### src/rtl/core/stp_pkg.sv
// ----------------------------------------------------------------------------
// stp_pkg
// Shared widths, constants, lane types and the coefficient select helper for
// the pipelined sine Taylor polynomial evaluator.
// ----------------------------------------------------------------------------
package stp_pkg;

  // sample and center, signed Q4.12
  localparam int X_W    = 17;
  localparam int X_FRAC = 12;

  // sine and cosine of the center, signed Q1.14
  localparam int SC_W = 16;

  // magnitude of the offset from the center
  localparam int D_W = 17;

  // power term magnitude, unsigned Q.18
  localparam int PW     = 57;
  localparam int P_FRAC = 18;
  localparam int P_LO_W = 32;
  localparam int P_HI_W = PW - P_LO_W;

  // product widths of the split multipliers
  localparam int PD_LO_W = P_LO_W + D_W;
  localparam int PD_HI_W = P_HI_W + D_W;
  localparam int PC_LO_W = P_LO_W + SC_W;
  localparam int PC_HI_W = P_HI_W + SC_W;

  // dividend of the per-term divide, padded to whole digit groups
  localparam int QW         = 64;
  localparam int DIV_BITS   = 8;
  localparam int DIV_STAGES = QW / DIV_BITS;
  // remainder width, covers divisors up to the largest supported degree
  localparam int RW         = 5;

  // one quotient digit per divider stage, found by reciprocal multiply;
  // the shift is wide enough to be exact for any partial dividend
  localparam int DIG_W  = RW + DIV_BITS;
  localparam int RCP_SH = DIG_W + RW;
  localparam int RCP_W  = RCP_SH + 1;

  // term magnitude in Q.14 and running sum
  localparam int T_W   = PW + SC_W - P_FRAC;
  localparam int ACC_W = 64;

  // result, signed Q33.14
  localparam int OUT_W = 48;

  // configuration port
  localparam int CFG_IDX_W  = 2;
  localparam int CFG_DATA_W = 17;

  localparam logic [CFG_IDX_W-1:0] CFG_CENTER = 2'd0;
  localparam logic [CFG_IDX_W-1:0] CFG_SIN    = 2'd1;
  localparam logic [CFG_IDX_W-1:0] CFG_COS    = 2'd2;

  localparam logic signed [SC_W-1:0] COS_RESET = 16'sd16384;

  localparam logic [PW-1:0] P_ONE = PW'(1) << P_FRAC;
  localparam logic [PW-1:0] P_CAP = '1;

  localparam logic [OUT_W-1:0] OUT_MAX = {1'b0, {(OUT_W-1){1'b1}}};
  localparam logic [OUT_W-1:0] OUT_MIN = {1'b1, {(OUT_W-1){1'b0}}};

  // one pipeline lane between term sections
  typedef struct packed {
    logic                    valid;
    logic [D_W-1:0]          d_mag;
    logic                    d_neg;
    logic [PW-1:0]           p_mag;
    logic                    p_neg;
    logic signed [ACC_W-1:0] acc;
  } lane_t;

  // coefficient as sign and magnitude
  typedef struct packed {
    logic            neg;
    logic [SC_W-1:0] mag;
  } coef_t;

  // flow control status from the output section
  typedef struct packed {
    logic en;
    logic last_valid;
  } flow_t;

  // coefficient of term k, phase = k mod 4: sin, cos, -sin, -cos
  function automatic coef_t coef_sel(input logic [1:0] phase,
                                     input logic signed [SC_W-1:0] s,
                                     input logic signed [SC_W-1:0] c);
    coef_t r;
    logic signed [SC_W-1:0] v;
    v     = phase[0] ? c : s;
    r.neg = v[SC_W-1] ^ phase[1];
    r.mag = v[SC_W-1] ? SC_W'(-v) : SC_W'(v);
    return r;
  endfunction

endpackage

### src/rtl/core/stp_if.sv
// ----------------------------------------------------------------------------
// stp_if
// Valid/ready channel interfaces for samples, results and configuration.
// ----------------------------------------------------------------------------
interface stp_sample_if;
  import stp_pkg::*;
  logic                  valid;
  logic                  ready;
  logic signed [X_W-1:0] sample_x;
  modport source (output valid, output sample_x, input ready);
  modport sink (input valid, input sample_x, output ready);
endinterface


### src/rtl/core/stp_front.sv
// ----------------------------------------------------------------------------
// stp_front
// Entry stage: takes a sample word, forms the offset from the center as sign
// and magnitude, and seeds the power term and the running sum.
// ----------------------------------------------------------------------------
module stp_front (
  input  logic                            clk,
  input  logic                            rst,
  input  logic                            en,
  input  logic signed [stp_pkg::X_W-1:0]  center,
  stp_sample_if.sink                      samples,
  output stp_pkg::lane_t                  lane_out
);
  import stp_pkg::*;

  logic signed [D_W:0] diff;
  logic                f_valid;
  logic [D_W-1:0]      f_d_mag;
  logic                f_d_neg;

  // pipeline moves as a whole
  assign samples.ready = en;

  // offset from the expansion point, exact in one extra bit
  assign diff = (D_W+1)'(samples.sample_x) - (D_W+1)'(center);

  // valid bit
  always_ff @(posedge clk) begin
    if (rst) begin
      f_valid <= 1'b0;
    end else if (en) begin
      f_valid <= samples.valid;
    end
  end

  // sign and magnitude of the offset
  always_ff @(posedge clk) begin
    if (en) begin
      f_d_neg <= diff[D_W];
      f_d_mag <= diff[D_W] ? D_W'(-diff) : D_W'(diff);
    end
  end

  // power term starts at one, sum starts at zero
  always_comb begin
    lane_out.valid = f_valid;
    lane_out.d_mag = f_d_mag;
    lane_out.d_neg = f_d_neg;
    lane_out.p_mag = P_ONE;
    lane_out.p_neg = 1'b0;
    lane_out.acc   = '0;
  end

endmodule

### src/flat_wrapper.sv
// flat-port wrapper written by rule: the top's interface ports become plain ports
module stp_front_flat import stp_pkg::*;
  (clk, rst, en, center, lane_out, samples_valid, samples_sample_x, samples_ready);
  stp_sample_if samples_i ();
  input  logic clk;
  input  logic rst;
  input  logic en;
  input  logic signed [stp_pkg::X_W-1:0] center;
  output stp_pkg::lane_t lane_out;
  input wire logic [$bits(samples_i.valid)-1:0] samples_valid;
  input wire logic [$bits(samples_i.sample_x)-1:0] samples_sample_x;
  output wire logic [$bits(samples_i.ready)-1:0] samples_ready;
  assign samples_i.valid = samples_valid;
  assign samples_i.sample_x = samples_sample_x;
  assign samples_ready = samples_i.ready;
  stp_front u_core (.clk(clk), .rst(rst), .en(en), .center(center), .samples(samples_i), .lane_out(lane_out));
endmodule
### config.mk
export PLATFORM = sky130hd
export DESIGN_NAME = stp_front_flat
export DESIGN_NICKNAME = d
export VERILOG_FILES = /design/src/rtl/core/stp_pkg.sv /design/src/rtl/core/stp_if.sv /design/src/rtl/core/stp_front.sv /design/src/flat_wrapper.sv
export SDC_FILE = /design/constraint.sdc
export NUM_CORES = 1
export LEC_CHECK = 0
export BUFFER_PORTS_ARGS = -buffer_cell sky130_fd_sc_hd__buf_2
export CAP_MARGIN = 5
export CORE_UTILIZATION = 44
export CTS_BUF_LIST = sky130_fd_sc_hd__clkbuf_8 sky130_fd_sc_hd__clkbuf_16
export CTS_CLUSTER_SIZE = 16
export DETAILED_ROUTE_END_ITERATION = 8
export GPL_TIMING_DRIVEN = 0
export PLACE_DENSITY = 0.83
export SYNTH_ARGS = -nofsm -noshare
export SYNTH_HDL_FRONTEND = slang
export SYNTH_SLANG_ARGS = --single-unit
### constraint.sdc
create_clock -name clk -period 3.3 [get_ports clk]
set_input_delay 0 -clock clk [delete_from_list [all_inputs] [get_ports clk]]
set_output_delay 0 -clock clk [all_outputs]
set_load 0.03 [all_outputs]
After elaboration in Yosys (flattened, before gate mapping):

Index checks and enable logic that the tools add are counted.

* output and inout bits: 142
* logic and storage cells: 6
* register bits after elaboration: 19

* multiplexer cells: 1
* $add $sub $neg: 2

Operators by type and width (count)
* subtractor 17 x 17 -> 18 bit: 1
* two-way mux 17 bit: 1
* negator 17 bit: 1

Longest topological paths before layout:

* depth in word-level cells: 3
* mapped depth: 12
* gate-level depth less buffers: 12

Worst setup path before layout:

Ideal clock, no wire load.

* kind: input port to flip-flop
* start: input samples_sample_x[0]
* end: register u_core.f_d_mag[16] (data pin)
* library setup time: 0.260 ns
* cell stages on the path: 12
* slack: 0.880 ns
* buffers on the path: 0
* arrival time: 2.160 ns
* path through: inv_1 > ha_1 > inv_1 > fa_1 > a211oi_1 > o21ai_0 > a21boi_0 > xnor2_1 > and3b_1 > and4b_1 > a41oi_1 > xnor2_1

* cells in the longest elaborated chain, start to end: 3

Ends and longest elaborated chain
* start: declaration: RTL line flat_wrapper.sv:11 `input wire logic [$bits(samples_i.sample_x)-1:0] samples_sample_x;`
* subtractor 17 x 17 -> 18 bit (*): RTL line stp_front.sv:25 `assign diff = (D_W+1)'(samples.sample_x) - (D_W+1)'(center);`
* negator 17 bit: RTL line stp_front.sv:40 `f_d_mag <= diff[D_W] ? D_W'(-diff) : D_W'(diff);`
* two-way mux 17 bit (*): RTL line stp_front.sv:40
* end signal: assignment: RTL line stp_front.sv:40
* end: declaration: RTL line stp_front.sv:18 `logic [D_W-1:0] f_d_mag;`

Mark *: on every way between the ends. The rest lies on a longest branch, timed or not.
A chain may end at the register's enable or synchronous reset.

Final worst setup path:

* start: input samples_sample_x[0]
* end: register u_core.f_d_mag[15] (data pin)

The elaborated chain is that of the path after synthesis.

==> results.txt <==
* Result of the run: finished, final reports clean
- CTS saw 19 sinks.
* I/O pin count: 180
- Hold Path Class: input pin to register
- Area of the mapped netlist: 0.00281 mm2
* Xor/xnor share of the synthesized area: 8.73%
- Number of antenna-violating nets in the routed design: 0
* Die X-Extent: 81.9 um
- Clock transition time at the flip-flop clock pins of the worst setup and hold paths: 60 ps
* Number of setup violations in the final report: 0
- Routability-driven placement finished with a final weighted congestion of 0.846.
* Die Span Y: 81.9 um
* Maximum buffer depth of the clock tree: 2
* Final instance count without filler cells: 589
- Num CTS Buffers: 3
- Most common cell after layout, fill and taps aside: sky130_fd_sc_hd__buf_4
- Number of gates given a new drive strength after cts: 0
- Across the VDD grid, the largest voltage drop is 0.393 mV.
- Number of cells traversed by the worst hold path: 3
* Number of synthesized flops with an enable pin: 18
* Standby leakage power: 2.15 nW
* Critical path capture point type: register
- The signal on the critical path passes through buf_2 -> inv_1 -> ha_1 -> inv_1 -> fa_1 -> a211oi_1 -> o211ai_1 -> a41oi_1 -> nor2b_1 -> xnor2_1 -> nor3_1 -> a41oi_1 -> xor2_1.
* Largest cells by area after synthesis: sky130_fd_sc_hd__buf_4, sky130_fd_sc_hd__edfxtp_1, sky130_fd_sc_hd__ha_1
* Number of buffers inserted for hold repair after clock tree synthesis: 2
- Power share of the combinational group: 61.8%
* Worst slew pin tran: 499 ps
* Required time of the critical path: 3300 ps
- The synthesized design devotes to its leading area cell type 33.4% of total area.
- Tracing the worst setup path back leads to its startpoint at samples_sample_x[0].
- After synthesis, the largest family of logic cells by area is buffers and inverters.
- Worst reg2reg path endpoint: u_core.f_valid
- From synthesis to final layout, the design area changed by 31.8%.
- GR met3 Demand/Resource: 1.67%
- Worst clock skew: 0 ps
- For this design the total switching power over the nets is 592 uW.
- Once placement completed, the tool counted placed cells totaling 583.
- Final-layout fill cell count: 526
- The number of hold violations in the final report came to 0.
- Synthesis produced 331 cells.
- In this run the critical register-to-register path is launched from u_core.f_valid.
* Number of iterations in the first detailed-routing pass: 4
* Multiplexer share of the synthesized area: 1.11%
* Critical path startpoint category: input pin
* Std cell rows: 28
- Cell-internal power: 713 uW
- Portion of the clock cycle consumed by the worst path in the final layout: 79.6%
* Gr busiest metal: met2
- Buffers added to address setup during post-CTS repair amount to 0.
- The top cell types in the final layout, fill and taps aside, are sky130_fd_sc_hd__buf_4, sky130_fd_sc_hd__conb_1, sky130_fd_sc_hd__buf_2, sky130_fd_sc_hd__inv_1, sky130_fd_sc_hd__xnor2_1.
- Hold path startpoint: center[0]
* Total wire length: 5480 um
* Maximum fanout encountered on the critical timing path: 4
- After layout, the worst setup slack is 675 ps.
- The floorplan step defined a core boundary enclosing 0.00603 mm2.
- In this run the tightest slew margin relative to its limit is 65.9%.
- Worst hold path endpoint: u_core.f_d_mag[0]
* Mean Syn Cell Area: 8.49 um2
- In this design, the stage delay of the slowest critical-path cell is 420 ps.
- Met2 layer usage reported by global route: 31.2%
- Layout Nets: 572
- In the synthesized netlist the async set-or-reset flop fraction comes to 0%.
- Setup repair after global routing left no endpoint under its margin.
* Number of slew-limit violations in the final report: 0
- Cells with a size suffix above 1 make up 37.4% of the layout.
- Antenna violations before repair: 0
* GR Layer Usage met1: 16.3%
- Flops & latches, synth: 19
- Total Routing Usage GR: 15.8%
* Switching share of total power: 45.4%
* Total power consumption of the routed design: 1.30 mW
- Buffers placed on the I/O ports in this run total 57.
- Via count normalized by instance count: 4.01
* CP Data Arrival Time: 2620 ps
- Total number of vias: 2,359
- Once detailed placement completed, the half-perimeter wirelength came to 4920 um.
- Of the total power, registers draw 26.5%.
* Count of synthesis-stage warnings from yosys: 0
- The number of global-route vias before repair came to 2,105.
- Static timing analysis puts the maximum clock frequency at 381 MHz.
- Before CTS, the worst setup slack after placement is 412 ps.
- For the final routed database, the setup TNS stands at 0 ps.
- Among all flip-flop cells after synthesis, the most frequent one is sky130_fd_sc_hd__edfxtp_1.
- Root buffer selected by CTS: sky130_fd_sc_hd__clkbuf_8
- Number of distinct library cell variants in the gate-level netlist after synthesis: 46
- For the finished layout, the period the worst path requires is 2630 ps.
- CTS built an H-tree with a depth of 1.
- Starting density of the core: 46.6%
- Hold slack: 197 ps
- After detailed routing, the number of remaining DRC violations is 0.
- Sequential area share after synthesis: 20.0%
* Die ar.: 0.00671 mm2
- For flop-to-flop paths, the worst setup slack is 2160 ps.
- The first global-routing pass estimated 8450 um of wire.
- Pwr per Cell Area: 352 mW/mm2
- The tool flagged a number of max-cap violations equal to 0.
- # diodes: 0
- Entering global routing, the biggest net connects 21 pins.
- The clock network accounts for 11.7% of the total power.
- Logic depth of the worst register-to-register path: 3
- Critical Setup Path Class: input pin to register
- The clock reaches the later pin of the worst-skew pair after 250 ps.
- Synth Area in Simple Gates: 10.8%
- Dividing the detail-routed wire length by the instance count gives 9.30 um.
* Max stage delay cell, worst path: sky130_fd_sc_hd__fa_1
* Gr ovfl total: 0
- Clock tree from TritonCTS: built
* Post-Synth Adder-Cell Area: 8.73%
- Initial drt markers: 77
- Compound-gate portion of the synthesized area: 13.1%
- Summed over all instances, the cell type with the most area after synthesis is sky130_fd_sc_hd__buf_4.
[kinds of logic after synthesis]
family / after synthesis
AND/OR/NAND/NOR: 56
AO/OA/AOI/OAI: 52
XOR/XNOR: 28
adder cells (fa/ha/maj): 19
buffers and inverters: 152
flip-flops: 19
multiplexers: 3
other: 2
[metal layers]
metal | vias to the layer above | share of wire (%)
met1 | 1000 | 35
li1 | 1238 | -
met2 | 108 | 55
met5 | - | 0
met4 | 0 | 2.5
met3 | 13 | 7.4
[power by group through the flow]
stage	combinational [mW]	sequential, mW	clock [mW]
after floorplan	0.571	0.455	0
after global placement	0.779	0.349	0
after detailed placement	0.795	0.352	0
after CTS	0.798	0.347	0.156
after global routing	0.875	0.351	0.163
final	0.806	0.346	0.152
[layout make-up]
type                       instances  area (um2)  share of cell area [%]
inverter                          25        93.8                    2.53
tap                               75        93.8                    2.53
buffer                           127         953                    25.7
clock inverter                     1        3.75                   0.101
clock buffer                       3        41.3                    1.11
multi-input combinational        280        1650                    44.6
sequential                        19         561                    15.1
timing repair buffer              59         305                    8.24
[Yosys cell counts, types with 2 or more instances]
master,n
sky130_fd_sc_hd__buf_4,125
sky130_fd_sc_hd__inv_1,25
sky130_fd_sc_hd__xnor2_1,19
sky130_fd_sc_hd__edfxtp_1,18
sky130_fd_sc_hd__ha_1,18
sky130_fd_sc_hd__a21oi_1,16
sky130_fd_sc_hd__nor2_1,16
sky130_fd_sc_hd__nand2_1,9
sky130_fd_sc_hd__xor2_1,9
sky130_fd_sc_hd__nor3_1,6
sky130_fd_sc_hd__o21ai_0,6
sky130_fd_sc_hd__and3_1,4
sky130_fd_sc_hd__nor2b_1,4
sky130_fd_sc_hd__o211ai_1,4
sky130_fd_sc_hd__a21o_1,3
sky130_fd_sc_hd__a31oi_1,3
sky130_fd_sc_hd__a41oi_1,3
sky130_fd_sc_hd__and2_1,3
sky130_fd_sc_hd__and4_1,3
sky130_fd_sc_hd__o21a_1,3
sky130_fd_sc_hd__a21boi_0,2
sky130_fd_sc_hd__a21oi_2,2
sky130_fd_sc_hd__and4b_1,2
sky130_fd_sc_hd__conb_1,2
sky130_fd_sc_hd__mux2i_1,2
sky130_fd_sc_hd__o2111a_1,2
sky130_fd_sc_hd__o311ai_0,2
sky130_fd_sc_hd__or3_1,2
[how the worst max path moves through the flow]
| stage | to | slack (ps) | cells after the start |
|---|---|---|---|
| 2_1_floorplan | u_core.f_d_mag[16] | 880 | 12 |
| 6_report | u_core.f_d_mag[15] | 670 | 13 |
| 4_1_cts | u_core.f_d_mag[15] | 680 | 13 |
| 3_5_place_dp | u_core.f_d_mag[15] | 410 | 13 |
| 5_1_grt | u_core.f_d_mag[15] | 430 | 13 |
| 3_3_place_gp | u_core.f_d_mag[16] | 460 | 13 |
[critical path: cells and delay by family]
family	cells	cell delay (ps)
buffers and inverters	3	190
xor gates and xnor gates	2	290
adders and majority gates	2	580
and+or+nand+nor	2	610
AOI/OAI and AO/OA	4	960
[registers in the layout, indices dropped and copies added (netlist names)]
| register | count |
|---|---|
| u_core.f_d_mag | 17 |
| u_core.f_d_neg | 1 |
| u_core.f_valid | 1 |
[metrics by stage]
step	instance area, um2	util [%]
floorplan	3260	-
global placement	3640	60.4
detailed placement	3640	60.4
CTS	3700	61.5
global route	3700	61.5
finish	3700	61.5
No activity file was read; power rests on OpenSTA's default activity.
