[config.mk]
export PLATFORM = sky130hd
export DESIGN_NAME = stp_tail_flat
export DESIGN_NICKNAME = d
export VERILOG_FILES = /design/src/rtl/core/stp_pkg.sv /design/src/rtl/core/stp_if.sv /design/src/rtl/core/stp_tail.sv /design/src/flat_wrapper.sv
export SDC_FILE = /design/constraint.sdc
export NUM_CORES = 2
export LEC_CHECK = 0
export BUFFER_PORTS_ARGS = -buffer_cell sky130_fd_sc_hd__buf_2
export CAP_MARGIN = 20
export CORE_MARGIN = 4
export CORE_UTILIZATION = 55
export CTS_CLUSTER_DIAMETER = 120
export CTS_CLUSTER_SIZE = 8
export DETAILED_ROUTE_END_ITERATION = 6
export PLACE_DENSITY = 0.84
export SLEW_MARGIN = 20
export SYNTH_ARGS = -nofsm -noshare
export SYNTH_HDL_FRONTEND = slang
export SYNTH_SLANG_ARGS = --single-unit
export TNS_END_PERCENT = 100
[constraint.sdc]
create_clock -name clk -period 10.7 [get_ports clk]
set_clock_uncertainty 0.05 [all_clocks]
set_input_delay 0.535 -clock clk [delete_from_list [all_inputs] [get_ports clk]]
set_output_delay 0.535 -clock clk [all_outputs]
set_load 0.02 [all_outputs]
[src/rtl/core/stp_pkg.sv]
// ----------------------------------------------------------------------------
// stp_pkg
// Shared widths, constants, lane types and the coefficient select helper for
// the pipelined sine Taylor polynomial evaluator.
// ----------------------------------------------------------------------------
package stp_pkg;

  // sample and center, signed Q4.12
  localparam int X_W    = 17;
  localparam int X_FRAC = 12;

  // sine and cosine of the center, signed Q1.14
  localparam int SC_W = 16;

  // magnitude of the offset from the center
  localparam int D_W = 17;

  // power term magnitude, unsigned Q.18
  localparam int PW     = 57;
  localparam int P_FRAC = 18;
  localparam int P_LO_W = 32;
  localparam int P_HI_W = PW - P_LO_W;

  // product widths of the split multipliers
  localparam int PD_LO_W = P_LO_W + D_W;
  localparam int PD_HI_W = P_HI_W + D_W;
  localparam int PC_LO_W = P_LO_W + SC_W;
  localparam int PC_HI_W = P_HI_W + SC_W;

  // dividend of the per-term divide, padded to whole digit groups
  localparam int QW         = 64;
  localparam int DIV_BITS   = 8;
  localparam int DIV_STAGES = QW / DIV_BITS;
  // remainder width, covers divisors up to the largest supported degree
  localparam int RW         = 5;

  // one quotient digit per divider stage, found by reciprocal multiply;
  // the shift is wide enough to be exact for any partial dividend
  localparam int DIG_W  = RW + DIV_BITS;
  localparam int RCP_SH = DIG_W + RW;
  localparam int RCP_W  = RCP_SH + 1;

  // term magnitude in Q.14 and running sum
  localparam int T_W   = PW + SC_W - P_FRAC;
  localparam int ACC_W = 64;

  // result, signed Q33.14
  localparam int OUT_W = 48;

  // configuration port
  localparam int CFG_IDX_W  = 2;
  localparam int CFG_DATA_W = 17;

  localparam logic [CFG_IDX_W-1:0] CFG_CENTER = 2'd0;
  localparam logic [CFG_IDX_W-1:0] CFG_SIN    = 2'd1;
  localparam logic [CFG_IDX_W-1:0] CFG_COS    = 2'd2;

  localparam logic signed [SC_W-1:0] COS_RESET = 16'sd16384;

  localparam logic [PW-1:0] P_ONE = PW'(1) << P_FRAC;
  localparam logic [PW-1:0] P_CAP = '1;

  localparam logic [OUT_W-1:0] OUT_MAX = {1'b0, {(OUT_W-1){1'b1}}};
  localparam logic [OUT_W-1:0] OUT_MIN = {1'b1, {(OUT_W-1){1'b0}}};

  // one pipeline lane between term sections
  typedef struct packed {
    logic                    valid;
    logic [D_W-1:0]          d_mag;
    logic                    d_neg;
    logic [PW-1:0]           p_mag;
    logic                    p_neg;
    logic signed [ACC_W-1:0] acc;
  } lane_t;

  // coefficient as sign and magnitude
  typedef struct packed {
    logic            neg;
    logic [SC_W-1:0] mag;
  } coef_t;

  // flow control status from the output section
  typedef struct packed {
    logic en;
    logic last_valid;
  } flow_t;

  // coefficient of term k, phase = k mod 4: sin, cos, -sin, -cos
  function automatic coef_t coef_sel(input logic [1:0] phase,
                                     input logic signed [SC_W-1:0] s,
                                     input logic signed [SC_W-1:0] c);
    coef_t r;
    logic signed [SC_W-1:0] v;
    v     = phase[0] ? c : s;
    r.neg = v[SC_W-1] ^ phase[1];
    r.mag = v[SC_W-1] ? SC_W'(-v) : SC_W'(v);
    return r;
  endfunction

endpackage

[src/rtl/core/stp_if.sv]


interface stp_result_if;
  import stp_pkg::*;
  logic                    valid;
  logic                    ready;
  logic signed [OUT_W-1:0] approx_value;
  modport source (output valid, output approx_value, input ready);
  modport sink (input valid, input approx_value, output ready);
endinterface


[src/rtl/core/stp_tail.sv]
// ----------------------------------------------------------------------------
// stp_tail
// Output section: adds the last term, saturates the sum to the result width
// and holds it in the output register. Also forms the pipeline advance.
// ----------------------------------------------------------------------------
module stp_tail #(
  parameter int TERM = 16
) (
  input  logic                            clk,
  input  logic                            rst,
  input  logic signed [stp_pkg::SC_W-1:0] sin_center,
  input  logic signed [stp_pkg::SC_W-1:0] cos_center,
  input  stp_pkg::lane_t                  lane_in,
  stp_result_if.source                    results,
  output stp_pkg::flow_t                  flow
);
  import stp_pkg::*;

  localparam logic [1:0] PHASE = 2'(TERM % 4);

  coef_t                   cf;
  logic [P_LO_W-1:0]       p_lo;
  logic [P_HI_W-1:0]       p_hi;
  logic                    out_load;
  logic                    en;
  logic                    ovf;
  logic [OUT_W-1:0]        sat;

  logic                    a_valid;
  logic [PC_LO_W-1:0]      a_pc_lo;
  logic [PC_HI_W-1:0]      a_pc_hi;
  logic                    a_t_neg;
  logic signed [ACC_W-1:0] a_acc;

  logic                    b_valid;
  logic [T_W-1:0]          b_t;
  logic                    b_t_neg;
  logic signed [ACC_W-1:0] b_acc;

  logic                    c_valid;
  logic signed [ACC_W-1:0] c_acc;

  logic                    out_valid;
  logic [OUT_W-1:0]        out_value;

  assign cf   = coef_sel(PHASE, sin_center, cos_center);
  assign p_lo = lane_in.p_mag[P_LO_W-1:0];
  assign p_hi = lane_in.p_mag[PW-1:P_LO_W];

  // output register takes a word when empty or drained; pipeline also
  // moves when the stage in front of it holds a bubble
  assign out_load = !out_valid || results.ready;
  assign en       = out_load || !c_valid;

  // stage a: split products of the last term
  always_ff @(posedge clk) begin
    if (rst) begin
      a_valid <= 1'b0;
    end else if (en) begin
      a_valid <= lane_in.valid;
    end
  end

  always_ff @(posedge clk) begin
    if (en) begin
      a_pc_lo <= PC_LO_W'(p_lo) * PC_LO_W'(cf.mag);
      a_pc_hi <= PC_HI_W'(p_hi) * PC_HI_W'(cf.mag);
      a_t_neg <= lane_in.p_neg ^ cf.neg;
      a_acc   <= lane_in.acc;
    end
  end

  // stage b: merge partial products
  always_ff @(posedge clk) begin
    if (rst) begin
      b_valid <= 1'b0;
    end else if (en) begin
      b_valid <= a_valid;
    end
  end

  always_ff @(posedge clk) begin
    if (en) begin
      b_t     <= (T_W'(a_pc_hi) << (P_LO_W - P_FRAC)) + T_W'(a_pc_lo >> P_FRAC);
      b_t_neg <= a_t_neg;
      b_acc   <= a_acc;
    end
  end

  // stage c: final sum
  always_ff @(posedge clk) begin
    if (rst) begin
      c_valid <= 1'b0;
    end else if (en) begin
      c_valid <= b_valid;
    end
  end

  always_ff @(posedge clk) begin
    if (en) begin
      c_acc <= b_t_neg ? b_acc - $signed(ACC_W'(b_t)) : b_acc + $signed(ACC_W'(b_t));
    end
  end

  // saturate to the result range
  assign ovf = c_acc[ACC_W-1:OUT_W-1] != {(ACC_W-OUT_W+1){c_acc[ACC_W-1]}};
  assign sat = ovf ? (c_acc[ACC_W-1] ? OUT_MIN : OUT_MAX) : c_acc[OUT_W-1:0];

  // output register
  always_ff @(posedge clk) begin
    if (rst) begin
      out_valid <= 1'b0;
    end else if (out_load) begin
      out_valid <= c_valid;
    end
  end

  always_ff @(posedge clk) begin
    if (out_load && c_valid) begin
      out_value <= sat;
    end
  end

  assign results.valid        = out_valid;
  assign results.approx_value = $signed(out_value);

  always_comb begin
    flow.en         = en;
    flow.last_valid = c_valid;
  end

endmodule

[src/flat_wrapper.sv]
// flat-port wrapper written by rule: the top's interface ports become plain ports
module stp_tail_flat import stp_pkg::*;
#(
  parameter int TERM = 16
)
  (clk, rst, sin_center, cos_center, lane_in, flow, results_valid, results_approx_value, results_ready);
  stp_result_if results_i ();
  input  logic clk;
  input  logic rst;
  input  logic signed [stp_pkg::SC_W-1:0] sin_center;
  input  logic signed [stp_pkg::SC_W-1:0] cos_center;
  input  stp_pkg::lane_t lane_in;
  output stp_pkg::flow_t flow;
  output wire logic [$bits(results_i.valid)-1:0] results_valid;
  output wire logic [$bits(results_i.approx_value)-1:0] results_approx_value;
  input wire logic [$bits(results_i.ready)-1:0] results_ready;
  assign results_valid = results_i.valid;
  assign results_approx_value = results_i.approx_value;
  assign results_i.ready = results_ready;
  stp_tail #(.TERM(TERM)) u_core (.clk(clk), .rst(rst), .sin_center(sin_center), .cos_center(cos_center), .lane_in(lane_in), .results(results_i), .flow(flow));
endmodule
# --- Yosys cells after proc, flatten, opt, wreduce, memory -nomap -nowiden ---
# Index checks and enable logic that the tools add are counted.
word_totals:
  ff_bits: 390
  output_inout_bits: 51
  wordCells: 30
op_classes:
  addsub: 4
  n_mul: 2
  n_eq_ne: 1
  muxes: 4
  bitwise: 1
  n_reduce_logical: 5
op_table:
  columns: ["op", "n"]
  rows:
  - ["2-to-1 mux 48 bit", 2]
  - ["adder 64 x 56 -> 64 bit", 1]
  - ["2-to-1 mux 64 bit", 1]
  - ["subtractor 64 x 56 -> 64 bit", 1]
  - ["adder 55 x 30 -> 55 bit", 1]
  - ["multiplier 32 x 16 -> 48 bit", 1]
  - ["multiplier 25 x 16 -> 41 bit", 1]
  - ["2-to-1 mux 16 bit", 1]
  - ["!= test 16 bit", 1]
  - ["negator 16 bit", 1]
  - ["logical NOT 1 bit", 2]
  - ["logical OR 1 bit", 2]
  - ["logical AND 1 bit", 1]
  - ["XOR 1 bit", 1]

# --- Longest topological paths before layout ---
logic_depth:
  ltp_word: 3
  ltp_mapped: 33
  ltp_nobuf: 30

# --- Worst setup path before layout ---
# Ideal clock, no wire load.
synth_path:
  kind: "input to output"
  from: "input results_ready"
  to: "output flow[1] in the netlist's numbering"
  t_arrival_ns: 8.216
  t_required_ns: 10.115
  setup_slack_ns: 1.899
  cell_stages: 3
  path_buffers: 1
  path_cell_list: "nor2b_1 nand2_1 buf_4"
synth_via:
  elab_chain_len: 2
synth_rtl:
  columns: ["item", "line", "text"]
  rows:
  - ["start: declaration", "flat_wrapper.sv:16", "input wire logic [$bits(results_i.ready)-1:0] results_ready;"]
  - ["logical OR 1 bit", "stp_tail.sv:52", "assign out_load = !out_valid || results.ready;"]
  - ["logical OR 1 bit", "stp_tail.sv:53", "assign en = out_load || !c_valid;"]
  - ["end: declaration", "flat_wrapper.sv:13", "output stp_pkg::flow_t flow;"]
# No other way between the ends.

# --- Worst setup path after layout ---
layout_path:
  from: "input sin_center[2] in the netlist's numbering"
  to: "register u_core.a_pc_lo[43] (data pin)"
layout_via:
  elab_chain_len: 3
layout_rtl:
  columns: ["item", "line", "text"]
  rows:
  - ["start: declaration", "flat_wrapper.sv:10", "input logic signed [stp_pkg::SC_W-1:0] sin_center;"]
  - ["negator 16 bit", "stp_pkg.sv:96", "r.mag = v[SC_W-1] ? SC_W'(-v) : SC_W'(v);"]
  - ["2-to-1 mux 16 bit (*)", "stp_pkg.sv:96", null]
  - ["multiplier 32 x 16 -> 48 bit (*)", "stp_tail.sv:66", "a_pc_lo <= PC_LO_W'(p_lo) * PC_LO_W'(cf.mag);"]
  - ["end signal: assignment", "stp_tail.sv:66", null]
  - ["end: declaration", "stp_tail.sv:30", "logic [PC_LO_W-1:0] a_pc_lo;"]
# Every way passes the cells marked *; elsewhere a longest branch is shown, timed or not.
# A chain may end at the register's enable or synchronous reset.

==> flow_summary.json <==
{
  "cts.repair_timing.setup_buffer_count": 0,
  "critical_path.endpoint_type": "flop",
  "buffer_ports.inserted": 192,
  "muxShareOfSynthArea_pct": 0.09258,
  "synth_top_area_cell": "sky130_fd_sc_hd__fa_1",
  "residual_antenna_violating_net_count_after_detailed_routing": 0,
  "path_max_fanout": 40,
  "cts_tree": "built",
  "gr-total-overflow": 0,
  "cts_hold_buffers": 0,
  "yosys.area.top_type_share_pct": 32.20,
  "yosysSeqAreaShare_pct": 24.22,
  "drc_violation_count_after_routing": 0,
  "detail_route.wl_per_cell_um": 18.22,
  "grt_pass1_wl_um": 175000,
  "max_cap_violations": 0,
  "final-setup-viol-count": 0,
  "route.final.wire_length_um": 106800,
  "report.final.hold_viol_count": 0,
  "synth_fa_ha_area_share_pct": 40.66,
  "critPathBufInv": 6,
  "cp-start-kind": "primary input",
  "dominantRegCellSynth": "sky130_fd_sc_hd__edfxtp_1",
  "number_of_antenna_violations_at_the_first_check_in_global_routing": 7,
  "die_height_um": 297.0,
  "post-route-period-util_pct": 82.34,
  "initial_utilization_pct": 55.69,
  "maxSlewHeadroom_pct": 22.75,
  "critPathSlowestCell": "sky130_fd_sc_hd__buf_4",
  "core_region_area_um2": 82500,
  "post_synth_xor_area_fraction_pct": 4.346,
  "synthMostInstantiatedCell": "sky130_fd_sc_hd__inv_1",
  "mappedNetlistArea_um2": 45950,
  "floorplan.die_area_um2": 88240,
  "insertion_delay_ns": 0.57,
  "synth_edf_count": 368,
  "clk_pin_slew_worst_paths_ns": 0.05,
  "cts_buffers": 52,
  "grt_setup_unrepaired": "false",
  "tritoncts_num_sinks": 372,
  "synth-simple-area-share_pct": 13.85,
  "timing.final.max_slew_violations": 0,
  "drtIter0Drc": 2554,
  "die_width_um": 297.0,
  "max_slew.worst_pin.slew_ns": 1.159,
  "layout.nets": 6006,
  "dp_hpwl_um": 81540,
  "worst-setup-path-type": "primary input to flop",
  "ios": 227,
  "area_growth_from_synthesis_to_final_layout_pct": 7.581,
  "postSynthAreaPerCell_um2": 9.770,
  "synth-seq-cells": 372,
  "timing.critical_path.required_ns": 10.98,
  "synth.top_cells.by_count": "sky130_fd_sc_hd__inv_1, sky130_fd_sc_hd__fa_1, sky130_fd_sc_hd__nand2_1",
  "cts.htree.levels": 2,
  "max_clock_freq_ghz": 0.1135,
  "drt_pre_antenna_iters": 6,
  "largest_net_degree_at_the_start_of_global_routing": 201,
  "period_minus_slack_ns": 8.810,
  "cp_slowest_stage_delay_ns": 0.51,
  "dominant_combinational_cell_family_by_area_after_synthesis": "adder cells",
  "synth_warnings": 0,
  "synth_nets": 5929,
  "first_global_vias": 34860,
  "post_cts_resize_count": 0,
  "synth_async_sr_flop_share_pct": 0,
  "cts_max_path_buffers": 3,
  "dr_total_vias": 32710,
  "crit_family": "adder cells",
  "run_status": "finished clean",
  "arrival_ns": 9.09,
  "final_layout_size_suffix_gt1_share_pct": 7.015,
  "crit_top_cell": "sky130_fd_sc_hd__fa_1",
  "synth-compound-area-share_pct": 7.161,
  "clock-root-buffer": "sky130_fd_sc_hd__clkbuf_16",
  "route.detailed.vias_per_inst": 5.579,
  "hold_path.class": "primary input to flop",
  "syn_inst": 4703,
  "grtUsageTotal_pct": 24.25,
  "netlist_top_cells_area": "sky130_fd_sc_hd__fa_1, sky130_fd_sc_hd__edfxtp_1, sky130_fd_sc_hd__ha_1",
  "totalNegativeSetupSlack_ns": 0,
  "synth_cell_type_count": 75,
  "gpl.final_weighted_congestion": 0.8893,
  "std_cell_rows": 105
}
-- cell usage in the layout (no fill, tap or decap), drive strengths merged, types with 12 or more instances in the layout --
| cell type | synthesis | routed |
|---|---|---|
| inv | 971 | 972 |
| fa | 739 | 739 |
| nand2 | 695 | 695 |
| edfxtp | 368 | 368 |
| and2 | 325 | 325 |
| ha | 311 | 311 |
| buf | 8 | 231 |
| xnor2 | 179 | 179 |
| a21oi | 163 | 163 |
| o21ai | 121 | 121 |
| nor2 | 114 | 114 |
| a21o | 80 | 80 |
| clkbuf | 200 | 60 |
| nand3 | 57 | 57 |
| xor2 | 49 | 49 |
| nor3 | 38 | 38 |
| nor2b | 25 | 25 |
| a31oi | 24 | 24 |
| nand4 | 23 | 23 |
| and3 | 22 | 22 |
| o21bai | 22 | 22 |
| o21a | 15 | 15 |
| nor4 | 15 | 15 |
| nand2b | 13 | 13 |
| a211oi | 13 | 13 |
| a31o | 12 | 12 |
-- metal layers --
metal / track usage, % / part of all wire, % / wire, um
met1: 30.79 / 39 / 41740
met2: 40.45 / 48 / 50810
met3: 6.211 / 9.6 / 10270
met4: 8.816 / 3.7 / 3973
met5: 0 / 0.043 / 46
-- cell type report --
| class | count | area, um2 |
|---|---|---|
| multi-input combinational | 3152 | 30600 |
| timing repair buffer | 231 | 1289 |
| clock buffer | 60 | 1331 |
| inverter | 971 | 3645 |
| sequential | 372 | 11130 |
| tap | 1070 | 1339 |
| fill | 6617 | 33070 |
| clock inverter | 4 | 96.34 |
| antenna | 3 | 7.507 |
-- state kept, by name (all words and copies together) (netlist names) --
| name | cells |
|---|---|
| u_core.a_pc_lo | 30 |
| u_core.a_pc_hi | 41 |
| u_core.b_valid | 1 |
| u_core.results.approx_value | 48 |
| u_core.b_t | 55 |
| u_core.a_valid | 1 |
| u_core.a_acc | 64 |
| u_core.b_acc | 64 |
| u_core.c_valid | 1 |
| u_core.c_acc | 64 |
| u_core.results.valid | 1 |
| u_core.b_t_neg | 1 |
| u_core.a_t_neg | 1 |
-- final timing paths --
kind                                                 start                           end  slack (ns)  cells past startpoint
worst min register to register  u_core.a_acc[50]$_DFFE_PP_    u_core.b_acc[50]$_DFFE_PP_        0.36                      0
worst max-delay path                         sin_center[2]  u_core.a_pc_lo[43]$_DFFE_PP_        1.89                     31
worst min-delay path                           lane_in[51]    u_core.a_acc[51]$_DFFE_PP_        0.08                      1
worst max register to register    u_core.b_t[11]$_DFFE_PP_    u_core.c_acc[59]$_DFFE_PP_        4.94                     19
-- worst register-to-register path: cells and delay by family, from the launching register on --
family / cells / cell delay [ns]
adder cells (fa/ha/maj): 1 / 0.42
AO/OA/AOI/OAI: 6 / 1.49
XOR/XNOR: 2 / 0.32
AND/OR/NAND/NOR: 10 / 2.79
flip-flops: 1 / 0.42
-- per-stage QoR --
stage	cells	worst slack (ns)	instance area (um2)	hold slack, ns	utilization, %
after CTS	5860	2.014	49430	0.05289	59.91
after detailed placement	5796	1.448	48000	0.3545	58.18
after global placement	5795	1.684	47990	0.3515	58.17
after global routing	5863	1.388	49430	0.06133	59.92
final	5863	1.890	49430	0.08268	59.92
after floorplan	4703	1.899	45950	0.3503	-
-- kinds of logic after synthesis --
logic type	Yosys count
adders and majority gates	1050
AOI/OAI and AO/OA	518
and+or+nand+nor	1352
DFF	372
muxes	4
xor gates and xnor gates	228
buffers and inverters	1179
Power is not shown: default switching activity piles up to over one toggle a cycle in this logic, so the estimate is an artifact.
